### src/rtl/core/thermostat_mode_controller_defines.svh
// Assertion macros shared by the thermostat controller RTL.
`ifndef THERMOSTAT_MODE_CONTROLLER_DEFINES_SVH
`define THERMOSTAT_MODE_CONTROLLER_DEFINES_SVH
`ifndef NO_ASSERTIONS
`define TMC_ASSERT_ALWAYS(lbl, expr) \
  lbl: assert property (@(posedge clk) disable iff (rst) (expr)) \
    else $error("thermostat invariant violated");
`define TMC_ASSERT_NEXT(lbl, ante, cons) \
  lbl: assert property (@(posedge clk) disable iff (rst) (ante) |=> (cons)) \
    else $error("thermostat sequence violated");
`else
`define TMC_ASSERT_ALWAYS(lbl, expr)
`define TMC_ASSERT_NEXT(lbl, ante, cons)
`endif
`endif

### src/rtl/core/tmc_pkg.sv
// Types, codes and constants shared by the thermostat controller modules.
`default_nettype none
package tmc_pkg;

  localparam int unsigned KIND_W     = 2;
  localparam int unsigned BUTTON_W   = 2;
  localparam int unsigned MODE_W     = 2;
  localparam int unsigned SP_W       = 7;
  localparam int unsigned STEP_W     = 4;
  localparam int unsigned BAND_W     = 5;
  localparam int unsigned EDIT_W     = 8;
  localparam int unsigned BLINK_W    = 6;
  localparam int unsigned TEMP_W     = 9;
  localparam int unsigned DRV_W      = 2;
  localparam int unsigned CFG_IDX_W  = 3;
  localparam int unsigned CFG_DATA_W = 8;
  localparam int unsigned OUT_DATA_W = 32;

  localparam int unsigned TEMP_SCALE = 500;
  localparam int unsigned TEMP_MAX   = 499;

  localparam int unsigned WINDOW_DEFAULT   = 10;
  localparam int unsigned ADC_BITS_DEFAULT = 10;

  localparam logic [SP_W-1:0]    SET_MIN_RST      = 7'd35;
  localparam logic [SP_W-1:0]    SET_MAX_RST      = 7'd75;
  localparam logic [STEP_W-1:0]  SET_STEP_RST     = 4'd5;
  localparam logic [BAND_W-1:0]  BAND_RST         = 5'd5;
  localparam logic [EDIT_W-1:0]  EDIT_TIMEOUT_RST = 8'd100;
  localparam logic [BLINK_W-1:0] BLINK_RELOAD_RST = 6'd20;
  localparam logic [SP_W-1:0]    SETPOINT_RST     = 7'd60;
  localparam logic [EDIT_W-1:0]  EDIT_COUNT_RST   = 8'd50;
  localparam logic [BLINK_W-1:0] BLINK_COUNT_RST  = 6'd21;

  typedef enum logic [KIND_W-1:0] {
    EV_TICK   = 2'd0,
    EV_BUTTON = 2'd1,
    EV_SAMPLE = 2'd2
  } tmc_event_t;

  typedef enum logic [BUTTON_W-1:0] {
    BTN_POWER = 2'd0,
    BTN_UP    = 2'd1,
    BTN_DOWN  = 2'd2
  } tmc_button_t;

  typedef enum logic [2:0] {
    ST_OFF  = 3'b001,
    ST_WORK = 3'b010,
    ST_EDIT = 3'b100
  } tmc_mode_t;

  localparam logic [MODE_W-1:0] MODE_OFF  = 2'd0;
  localparam logic [MODE_W-1:0] MODE_WORK = 2'd1;
  localparam logic [MODE_W-1:0] MODE_EDIT = 2'd2;

  typedef enum logic [DRV_W-1:0] {
    DRV_NONE = 2'd0,
    DRV_HEAT = 2'd1,
    DRV_COOL = 2'd2
  } tmc_drive_t;

  typedef enum logic [CFG_IDX_W-1:0] {
    CFG_SET_MIN      = 3'd0,
    CFG_SET_MAX      = 3'd1,
    CFG_SET_STEP     = 3'd2,
    CFG_BAND         = 3'd3,
    CFG_EDIT_TIMEOUT = 3'd4,
    CFG_BLINK_RELOAD = 3'd5
  } tmc_cfg_idx_t;

  // Ring control from the mode logic to the averaging unit.
  typedef struct packed {
    logic push;
    logic clear;
  } tmc_ring_ctl_t;

endpackage
`default_nettype wire

### src/rtl/core/tmc_ring_avg.sv
// Reading ring with running sum and constant-reciprocal average.
`default_nettype none
`include "thermostat_mode_controller_defines.svh"
module tmc_ring_avg #(
  parameter int unsigned WINDOW = tmc_pkg::WINDOW_DEFAULT
) (
  input  wire logic                          clk,
  input  wire logic                          rst,
  input  wire tmc_pkg::tmc_ring_ctl_t        ctl,
  input  wire logic [tmc_pkg::TEMP_W-1:0]    temp,
  output logic [tmc_pkg::TEMP_W+$clog2(WINDOW)-1:0] sum_next,
  output logic [tmc_pkg::TEMP_W-1:0]         avg_next
);

  localparam int unsigned POS_W  = $clog2(WINDOW);
  localparam int unsigned SUM_W  = tmc_pkg::TEMP_W + POS_W;
  localparam int unsigned SHIFT  = SUM_W + 5;
  localparam longint unsigned RECIP = ((64'd1 << SHIFT) + WINDOW - 1) / WINDOW;
  localparam int unsigned RECIP_W = SHIFT + 1;
  localparam int unsigned PROD_W  = SUM_W + RECIP_W;

  logic [tmc_pkg::TEMP_W-1:0] ring [WINDOW];
  logic [POS_W-1:0]           pos;
  logic [SUM_W-1:0]           sum;
  logic [SUM_W:0]             sum_add;
  logic [PROD_W-1:0]          prod;

  always_comb begin
    sum_add = {1'b0, sum} + (SUM_W+1)'(temp) - (SUM_W+1)'(ring[pos]);
    if (ctl.clear) begin
      sum_next = '0;
    end else if (ctl.push) begin
      sum_next = sum_add[SUM_W-1:0];
    end else begin
      sum_next = sum;
    end
    // Floor division by the window length through a scaled reciprocal.
    prod     = PROD_W'(sum_next) * PROD_W'(RECIP);
    avg_next = prod[SHIFT +: tmc_pkg::TEMP_W];
  end

  always_ff @(posedge clk) begin
    if (rst) begin
      pos <= '0;
      sum <= '0;
      for (int i = 0; i < WINDOW; i++) begin
        ring[i] <= '0;
      end
    end else begin
      sum <= sum_next;
      if (ctl.clear) begin
        for (int i = 0; i < WINDOW; i++) begin
          ring[i] <= '0;
        end
      end else if (ctl.push) begin
        ring[pos] <= temp;
        pos <= (pos == POS_W'(WINDOW - 1)) ? '0 : pos + 1'b1;
      end
    end
  end

  `TMC_ASSERT_NEXT(a_clear_empties_sum, ctl.clear, sum == '0)
  `TMC_ASSERT_ALWAYS(a_pos_in_window, pos <= POS_W'(WINDOW - 1))
  `TMC_ASSERT_ALWAYS(a_sum_bounded, sum <= SUM_W'(WINDOW * tmc_pkg::TEMP_MAX))

endmodule
`default_nettype wire

### src/rtl/core/thermostat_mode_controller.sv
// Top level of the heater thermostat: event stream in, status word out.
`default_nettype none
`include "thermostat_mode_controller_defines.svh"
// The thermostat takes one event word per clock cycle unless m_tready holds
// back the status stream, and returns exactly one status word for each. An
// event is a 50 ms tick, a button press or a raw temperature sample, selected
// by s_tuser. An accepted word is scaled to degrees on its way into the input
// register; from there, once the output register is free or being emptied,
// the mode logic and the averaging unit update all state together and load
// the status word into the output register, which raises m_tvalid. The rate
// of one word per cycle is set by the state update loop: the running sum of
// the reading ring is updated and compared against the setpoint band in the
// same cycle, so each event sees everything the previous one left behind.
// While a status word is held by m_tready low, one more event waits in the
// input register before s_tready drops. The status reports the state after
// the event. The configuration registers (setpoint limits, step, band, edit
// timeout and blink reload) are written through cfg_we/cfg_index/cfg_data and
// take effect on the next event; writes to indexes six and seven are dropped.
module thermostat_mode_controller #(
  parameter int unsigned WINDOW   = tmc_pkg::WINDOW_DEFAULT,
  parameter int unsigned ADC_BITS = tmc_pkg::ADC_BITS_DEFAULT
) (
  input  wire logic clk,
  input  wire logic rst,
  // Event stream.
  input  wire logic s_tvalid,
  output logic      s_tready,
  // s_tdata, low bit up: button, adc_sample, zero fill.
  input  wire logic [((tmc_pkg::BUTTON_W + ADC_BITS + 7) / 8) * 8 - 1:0] s_tdata,
  // s_tuser: req_type.
  input  wire logic [tmc_pkg::KIND_W-1:0] s_tuser,
  // Status stream.
  output logic      m_tvalid,
  input  wire logic m_tready,
  // m_tdata, low bit up: mode, setpoint, latest_temp, average_temp,
  // drive_state, heater_on, cooler_on, lamp_on.
  output logic [tmc_pkg::OUT_DATA_W-1:0] m_tdata,
  // Configuration write port.
  input  wire logic                            cfg_we,
  input  wire logic [tmc_pkg::CFG_IDX_W-1:0]   cfg_index,
  input  wire logic [tmc_pkg::CFG_DATA_W-1:0]  cfg_data
);

  localparam int unsigned SUM_W   = tmc_pkg::TEMP_W + $clog2(WINDOW);
  localparam int unsigned SCALE_W = ADC_BITS + tmc_pkg::TEMP_W;

  // Configuration registers.
  logic [tmc_pkg::SP_W-1:0]    set_min;
  logic [tmc_pkg::SP_W-1:0]    set_max;
  logic [tmc_pkg::STEP_W-1:0]  set_step;
  logic [tmc_pkg::BAND_W-1:0]  band;
  logic [tmc_pkg::EDIT_W-1:0]  edit_timeout;
  logic [tmc_pkg::BLINK_W-1:0] blink_reload;

  // Input register.
  logic                         in_valid;
  logic [tmc_pkg::KIND_W-1:0]   in_kind;
  logic [tmc_pkg::BUTTON_W-1:0] in_button;
  logic [tmc_pkg::TEMP_W-1:0]   in_temp;
  logic [SCALE_W-1:0]           scale_prod;
  logic                         s_fire;
  logic                         fire;

  // Controller state.
  tmc_pkg::tmc_mode_t          mode_reg, mode_next;
  logic [tmc_pkg::SP_W-1:0]    active_setpoint, active_setpoint_next;
  logic [tmc_pkg::SP_W-1:0]    saved_setpoint, saved_setpoint_next;
  logic [tmc_pkg::EDIT_W-1:0]  edit_count, edit_count_next;
  logic [tmc_pkg::BLINK_W-1:0] blink_count, blink_count_next;
  logic [tmc_pkg::TEMP_W-1:0]  last_temp, last_temp_next;
  tmc_pkg::tmc_drive_t         drive_mode, drive_mode_next;
  logic heater, heater_next;
  logic cooler, cooler_next;
  logic lamp, lamp_next;

  // Setpoint stepping and band compare.
  logic [tmc_pkg::SP_W:0]      sp_up;
  logic [tmc_pkg::SP_W:0]      sp_down_limit;
  logic [tmc_pkg::SP_W:0]      hi_base;
  logic [tmc_pkg::SP_W-1:0]    lo_base;
  logic [SUM_W-1:0]            hi_thr;
  logic [SUM_W-1:0]            lo_thr;
  logic [tmc_pkg::MODE_W-1:0]  mode_code;

  tmc_pkg::tmc_ring_ctl_t      ring_ctl;
  logic [SUM_W-1:0]            sum_next;
  logic [tmc_pkg::TEMP_W-1:0]  avg_next;

  // Handshake: the input register advances when the output register is free
  // or is being emptied in the same cycle.
  assign fire     = in_valid && (!m_tvalid || m_tready);
  assign s_tready = !in_valid || fire;
  assign s_fire   = s_tvalid && s_tready;

  // Degrees = adc * 500 / 2^ADC_BITS, done before the input register.
  assign scale_prod = SCALE_W'(s_tdata[tmc_pkg::BUTTON_W +: ADC_BITS]) *
                      SCALE_W'(tmc_pkg::TEMP_SCALE);

  always_ff @(posedge clk) begin
    if (rst) begin
      in_valid <= 1'b0;
    end else if (s_fire) begin
      in_valid <= 1'b1;
    end else if (fire) begin
      in_valid <= 1'b0;
    end
  end

  always_ff @(posedge clk) begin
    if (s_fire) begin
      in_kind   <= s_tuser;
      in_button <= s_tdata[tmc_pkg::BUTTON_W-1:0];
      in_temp   <= scale_prod[ADC_BITS +: tmc_pkg::TEMP_W];
    end
  end

  tmc_ring_avg #(
    .WINDOW (WINDOW)
  ) u_ring_avg (
    .clk      (clk),
    .rst      (rst),
    .ctl      (ring_ctl),
    .temp     (in_temp),
    .sum_next (sum_next),
    .avg_next (avg_next)
  );

  // Ring control: a reading taken in working mode is pushed, and a power
  // press that turns the block off clears the ring. Without a word to process
  // nothing may touch the ring.
  always_comb begin
    ring_ctl = '0;
    if (fire) begin
      if ((in_kind == tmc_pkg::EV_SAMPLE) && (mode_reg == tmc_pkg::ST_WORK)) begin
        ring_ctl.push = 1'b1;
      end
      if ((in_kind == tmc_pkg::EV_BUTTON) && (in_button == tmc_pkg::BTN_POWER) &&
          (mode_reg != tmc_pkg::ST_OFF)) begin
        ring_ctl.clear = 1'b1;
      end
    end
  end

  // Band thresholds on the sum side, so no division sits in the compare:
  // avg > sp + band  <=>  sum >= (sp + band + 1) * WINDOW
  // avg < sp - band  <=>  sum <  (sp - band) * WINDOW, only when sp > band.
  always_comb begin
    sp_up         = {1'b0, active_setpoint} + (tmc_pkg::SP_W+1)'(set_step);
    sp_down_limit = {1'b0, set_min} + (tmc_pkg::SP_W+1)'(set_step);
    hi_base       = {1'b0, active_setpoint} + (tmc_pkg::SP_W+1)'(band) + 1'b1;
    lo_base       = active_setpoint - tmc_pkg::SP_W'(band);
    hi_thr        = SUM_W'(hi_base * WINDOW);
    lo_thr        = SUM_W'(lo_base * WINDOW);
  end

  // Event handling.
  always_comb begin
    mode_next            = mode_reg;
    active_setpoint_next = active_setpoint;
    saved_setpoint_next  = saved_setpoint;
    edit_count_next      = edit_count;
    blink_count_next     = blink_count;
    last_temp_next       = last_temp;
    drive_mode_next      = drive_mode;
    heater_next          = heater;
    cooler_next          = cooler;
    lamp_next            = lamp;

    case (in_kind)
      tmc_pkg::EV_TICK: begin
        if (mode_reg == tmc_pkg::ST_EDIT) begin
          if (edit_count == '0) begin
            edit_count_next     = edit_timeout;
            mode_next           = tmc_pkg::ST_WORK;
            saved_setpoint_next = active_setpoint;
          end else begin
            edit_count_next = edit_count - 1'b1;
          end
        end
        if (blink_count == '0) begin
          blink_count_next = blink_reload;
          if (drive_mode == tmc_pkg::DRV_HEAT) begin
            lamp_next = !lamp;
          end
        end else begin
          blink_count_next = blink_count - 1'b1;
        end
      end
      tmc_pkg::EV_BUTTON: begin
        unique case (in_button) inside
          tmc_pkg::BTN_POWER: begin
            if (mode_reg == tmc_pkg::ST_OFF) begin
              mode_next            = tmc_pkg::ST_WORK;
              active_setpoint_next = saved_setpoint;
            end else begin
              // Power down drops the drives and forgets the readings.
              mode_next       = tmc_pkg::ST_OFF;
              heater_next     = 1'b0;
              cooler_next     = 1'b0;
              lamp_next       = 1'b0;
              drive_mode_next = tmc_pkg::DRV_NONE;
            end
          end
          tmc_pkg::BTN_UP, tmc_pkg::BTN_DOWN: begin
            if (mode_reg == tmc_pkg::ST_WORK) begin
              mode_next       = tmc_pkg::ST_EDIT;
              edit_count_next = edit_timeout;
            end else if (mode_reg == tmc_pkg::ST_EDIT) begin
              edit_count_next = edit_timeout;
              if (in_button == tmc_pkg::BTN_UP) begin
                active_setpoint_next = (sp_up > {1'b0, set_max}) ?
                                       set_max : sp_up[tmc_pkg::SP_W-1:0];
              end else begin
                active_setpoint_next = ({1'b0, active_setpoint} < sp_down_limit) ?
                                       set_min :
                                       active_setpoint - tmc_pkg::SP_W'(set_step);
              end
            end
          end
          default: begin
          end
        endcase
      end
      tmc_pkg::EV_SAMPLE: begin
        if (mode_reg == tmc_pkg::ST_WORK) begin
          last_temp_next = in_temp;
          if (sum_next >= hi_thr) begin
            heater_next     = 1'b0;
            cooler_next     = 1'b1;
            lamp_next       = 1'b1;
            drive_mode_next = tmc_pkg::DRV_COOL;
          end else if ((active_setpoint > tmc_pkg::SP_W'(band)) && (sum_next < lo_thr)) begin
            heater_next     = 1'b1;
            cooler_next     = 1'b0;
            drive_mode_next = tmc_pkg::DRV_HEAT;
          end
        end
      end
      default: begin
      end
    endcase
  end

  always_comb begin
    unique case (mode_next)
      tmc_pkg::ST_OFF:  mode_code = tmc_pkg::MODE_OFF;
      tmc_pkg::ST_WORK: mode_code = tmc_pkg::MODE_WORK;
      tmc_pkg::ST_EDIT: mode_code = tmc_pkg::MODE_EDIT;
      default:          mode_code = tmc_pkg::MODE_OFF;
    endcase
  end

  always_ff @(posedge clk) begin
    if (rst) begin
      mode_reg        <= tmc_pkg::ST_OFF;
      active_setpoint <= tmc_pkg::SETPOINT_RST;
      saved_setpoint  <= tmc_pkg::SETPOINT_RST;
      edit_count      <= tmc_pkg::EDIT_COUNT_RST;
      blink_count     <= tmc_pkg::BLINK_COUNT_RST;
      last_temp       <= '0;
      drive_mode      <= tmc_pkg::DRV_COOL;
      heater          <= 1'b0;
      cooler          <= 1'b0;
      lamp            <= 1'b0;
      m_tvalid        <= 1'b0;
    end else begin
      if (fire) begin
        mode_reg        <= mode_next;
        active_setpoint <= active_setpoint_next;
        saved_setpoint  <= saved_setpoint_next;
        edit_count      <= edit_count_next;
        blink_count     <= blink_count_next;
        last_temp       <= last_temp_next;
        drive_mode      <= drive_mode_next;
        heater          <= heater_next;
        cooler          <= cooler_next;
        lamp            <= lamp_next;
        m_tvalid        <= 1'b1;
      end else if (m_tready) begin
        m_tvalid <= 1'b0;
      end
    end
  end

  always_ff @(posedge clk) begin
    if (fire) begin
      m_tdata <= {lamp_next, cooler_next, heater_next, drive_mode_next, avg_next,
                  last_temp_next, active_setpoint_next, mode_code};
    end
  end

  // Configuration writes.
  always_ff @(posedge clk) begin
    if (rst) begin
      set_min      <= tmc_pkg::SET_MIN_RST;
      set_max      <= tmc_pkg::SET_MAX_RST;
      set_step     <= tmc_pkg::SET_STEP_RST;
      band         <= tmc_pkg::BAND_RST;
      edit_timeout <= tmc_pkg::EDIT_TIMEOUT_RST;
      blink_reload <= tmc_pkg::BLINK_RELOAD_RST;
    end else if (cfg_we) begin
      unique case (cfg_index)
        tmc_pkg::CFG_SET_MIN:      set_min      <= cfg_data[tmc_pkg::SP_W-1:0];
        tmc_pkg::CFG_SET_MAX:      set_max      <= cfg_data[tmc_pkg::SP_W-1:0];
        tmc_pkg::CFG_SET_STEP:     set_step     <= cfg_data[tmc_pkg::STEP_W-1:0];
        tmc_pkg::CFG_BAND:         band         <= cfg_data[tmc_pkg::BAND_W-1:0];
        tmc_pkg::CFG_EDIT_TIMEOUT: edit_timeout <= cfg_data[tmc_pkg::EDIT_W-1:0];
        tmc_pkg::CFG_BLINK_RELOAD: blink_reload <= cfg_data[tmc_pkg::BLINK_W-1:0];
        default: begin
        end
      endcase
    end
  end

  `TMC_ASSERT_ALWAYS(a_no_heat_and_cool, !(heater && cooler))
  `TMC_ASSERT_ALWAYS(a_heater_means_heating, !heater || (drive_mode == tmc_pkg::DRV_HEAT))
  `TMC_ASSERT_ALWAYS(a_off_drives_idle,
                     (mode_reg != tmc_pkg::ST_OFF) || (!heater && !cooler))
  `TMC_ASSERT_NEXT(a_fire_loads_result, fire, m_tvalid)
  `TMC_ASSERT_NEXT(a_held_word_stable, in_valid && !fire,
                   in_valid && $stable(in_temp) && $stable(in_kind))

endmodule
`default_nettype wire
### config.mk
export PLATFORM = sky130hd
export DESIGN_NAME = thermostat_mode_controller
export DESIGN_NICKNAME = d
export VERILOG_FILES = /design/src/rtl/core/tmc_pkg.sv /design/src/rtl/core/tmc_ring_avg.sv /design/src/rtl/core/thermostat_mode_controller.sv
export VERILOG_INCLUDE_DIRS = /design/src /design/src/rtl/core
export SDC_FILE = /design/constraint.sdc
export NUM_CORES = 1
export LEC_CHECK = 0
export BUFFER_PORTS_ARGS = -buffer_cell sky130_fd_sc_hd__buf_4
export CAP_MARGIN = 0
export CORE_ASPECT_RATIO = 0.8
export CORE_MARGIN = 10
export CORE_UTILIZATION = 50
export DETAILED_ROUTE_END_ITERATION = 12
export MAX_ROUTING_LAYER = met4
export PLACE_DENSITY = 0.64
export SYNTH_ARGS = -nofsm -noshare
export SYNTH_HDL_FRONTEND = slang
export SYNTH_HIERARCHICAL = 1
export SYNTH_SLANG_ARGS = --single-unit
### constraint.sdc
create_clock -name clk -period 14.4 [get_ports clk]
set_input_delay 1.44 -clock clk [delete_from_list [all_inputs] [get_ports clk]]
set_output_delay 1.44 -clock clk [all_outputs]
set_load 0.02 [all_outputs]
==> flow_metrics.env <==
export IMPL_clock_path_buffers=3
export IMPL_ys_flop_type="edfxtp_1"
export IMPL_place_area_mm2=0.0213
export IMPL_p_leak_uw=0.00940
export IMPL_grt_pass1_vias=14500
export IMPL_cp_slowest_cell="mux4_2"
export IMPL_hold_violations=0
export IMPL_final_area_mm2=0.0222
export IMPL_overflow=0
export IMPL_drc_errors=0
export IMPL_clock_sinks=294
export IMPL_slew_violations=0
export IMPL_diodes=0
export IMPL_worst_pin_slew_ns=1.07
export IMPL_crit_required_ns=14.82
export IMPL_synth_warnings=6
export IMPL_path_max_fanout=36
export IMPL_area_growth_synth_to_final_pct=9.51
export IMPL_core_area_mm2=0.0398
export IMPL_detail_route_vias_per_cell=5.69
export IMPL_grt_max_degree=83
export IMPL_avgSynthCellArea_um2=10.6
export IMPL_skew_ns=0.0130
export IMPL_grt_pass1_wl_um=76900
export IMPL_syn_area_mm2=0.0203
export IMPL_yosysTopAreaCellShare_pct=27.9
export IMPL_largest_reg_flops=144
export IMPL_end_kind="flip-flop"
export IMPL_floorplan_initialDensity_pct=51.1
export IMPL_drv_cap=0
export IMPL_cp_num_buf_inv=6
export IMPL_yosysSeqAreaShare_pct=38.3
export IMPL_detailroute_via_count=14200
export IMPL_hold_path_class="reg2reg"
export IMPL_synth_common_cells="inv_1, ha_1, edfxtp_1"
export IMPL_cts_root_buf="clkbuf_16"
export IMPL_setup_violations=0
export IMPL_portBuffers=63
export IMPL_clk_latency_ns=0.59
export IMPL_status="finished clean"
export IMPL_drt_first_pass_iters=7
export IMPL_synth_seq_cells=294
export IMPL_num_rows=65
export IMPL_cts_resized=0
export IMPL_wirelength_um=47500
export IMPL_drive_above_1_share_pct=11.1
export IMPL_dieArea_mm2=0.0491
export IMPL_yosys_top_cells_area="edfxtp_1, ha_1, dfxtp_1, fa_1, mux4_2"
export IMPL_cpPeakStageDelay_ns=0.65
export IMPL_yosysMostFrequentCell="inv_1"
export IMPL_wl_per_cell_um=19.0
export IMPL_fin_crit_ns=9.83
export IMPL_synth_top_area_cell="edfxtp_1"
export IMPL_rsz0062_at_grt="false"
export IMPL_ir_drop_v=0.000112
export IMPL_cts_setup_buffers=0
export IMPL_post_route_period_util_pct=68.3
export IMPL_arrival_ns=10.26
export IMPL_ctsHoldBuffers=0
export IMPL_ys_types=87
export IMPL_synth_cells=1914
export IMPL_critPathKind="reg2reg"
export IMPL_antenna_left=0
export IMPL_first_iter_violations=998
export IMPL_htreeDepth=1
export IMPL_reg_top3="u_ring_avg/ring (144), m_tdata (32), u_ring_avg/sum (13)"
export IMPL_die_h_um=200
export IMPL_n_fill_cell=3457
export IMPL_cp_start_kind="flip-flop"
export IMPL_cp_top_family="adder cells"
export IMPL_clkSlewWorstSetupHoldPaths_ns=0.07
export IMPL_p_total_uw=2460
export IMPL_synth_edf_count=189
export IMPL_cts_tree="built"
export IMPL_ioPinCount=68
export IMPL_async_flop_share_pct=0
export IMPL_fmax_mhz=102
export IMPL_dieWidth_um=245
export IMPL_syn_nets=2261
export IMPL_tns_ns=0
export IMPL_regMostFlops="u_ring_avg/ring"
export IMPL_grt_usage_pct=19.8
export IMPL_antenna_found_initial=0
export IMPL_globalplace_congestion=0.857
export IMPL_nNetsFinal=2289
export IMPL_post_dp_hpwl_um=34700
export IMPL_p_per_area_mw_per_mm2=111
export IMPL_relSlewSlack_pct=28.5
export IMPL_cts_buffers=31
worst register-to-register path: cells and delay by family, from the launching register on:
family | cells | cell delay, ns
compound gates | 11 | 2.62
xor+xnor | 1 | 0.11
fa+ha+maj | 8 | 3.50
buf+inv | 6 | 0.91
flops | 1 | 0.31
mux | 2 | 1.23
simple gates | 2 | 1.00
logic make-up (layout without fill, tap and decap cells):
logic type | Yosys count | after routing | share of synthesized area (%)
AND/OR/NAND/NOR | 511 | 511 | 12.4
buffers and inverters | 325 | 378 | 6.09
AO/OA/AOI/OAI | 324 | 324 | 10.5
adder cells (fa/ha/maj) | 313 | 313 | 22.9
flip-flops | 294 | 294 | 38.3
multiplexers | 83 | 83 | 6.94
XOR/XNOR | 64 | 64 | 2.76
placed cells by master, fill, tap and decap left out, drive strengths merged, types with 13 or more instances in the layout:
cell type,instances
a21o,23
or2,13
buf,80
inv,241
nand2,129
mux4,45
fa,99
a21oi,99
mux2i,26
xor2,24
nor4,37
a211oi,16
xnor2,40
ha,214
nor3,76
nor2b,17
o21ai,63
nand2b,21
nor2,122
nand3,26
and3,14
dfxtp,105
edfxtp,189
clkbuf,40
cell type report:
class                           count  area [µm²]  share of cell area, %
Clock buffer                       40         820                   3.69
Clock inverter                     18         155                  0.698
Inverter                          240         901                   4.05
Multi-Input combinational cell   1295       11300                   50.9
Sequential cell                   294        7780                   35.0
Tap cell                          536         671                   3.02
Timing Repair Buffer               80         601                   2.70
per-layer routing:
layer / up-vias / track usage (%) / share of wire, %
met5: - / - / 0
met4: 0 / 4.25 / 2.0
met3: 62 / 2.36 / 5.1
met2: 374 / 30.5 / 45
met1: 6949 / 27.6 / 48
li1: 6849 / - / -
power by group:
part	internal, µW	switching [µW]	leakage [µW]	total [µW]
Sequential	966	46.0	0.00271	1010
Combinational	272	399	0.00622	671
Clock	438	342	0.000467	780
final timing paths:
path	from	end	slack, ns	depth (start not counted)
worst min register to register	last_temp[5]	last_temp[5]	0.46	2
worst max-delay path	flip-flop	m_tdata[25]	4.57	30
worst min-delay path	last_temp[5]	last_temp[5]	0.46	2
worst max register to register	flip-flop	m_tdata[25]	4.57	30
through the flow:
stage | hold WS (ns) | worst slack, ns | utilization, % | cells
2_1_floorplan | 0.430 | 5.86 | - | 1914
3_3_place_gp | 0.440 | 4.67 | 53.5 | 2445
3_5_place_dp | 0.450 | 4.58 | 53.5 | 2445
4_1_cts | 0.461 | 4.51 | 55.9 | 2503
5_1_grt | 0.481 | 3.94 | 55.9 | 2503
6_report | 0.458 | 4.57 | 55.9 | 2503
No activity file was read; power rests on OpenSTA's default activity.
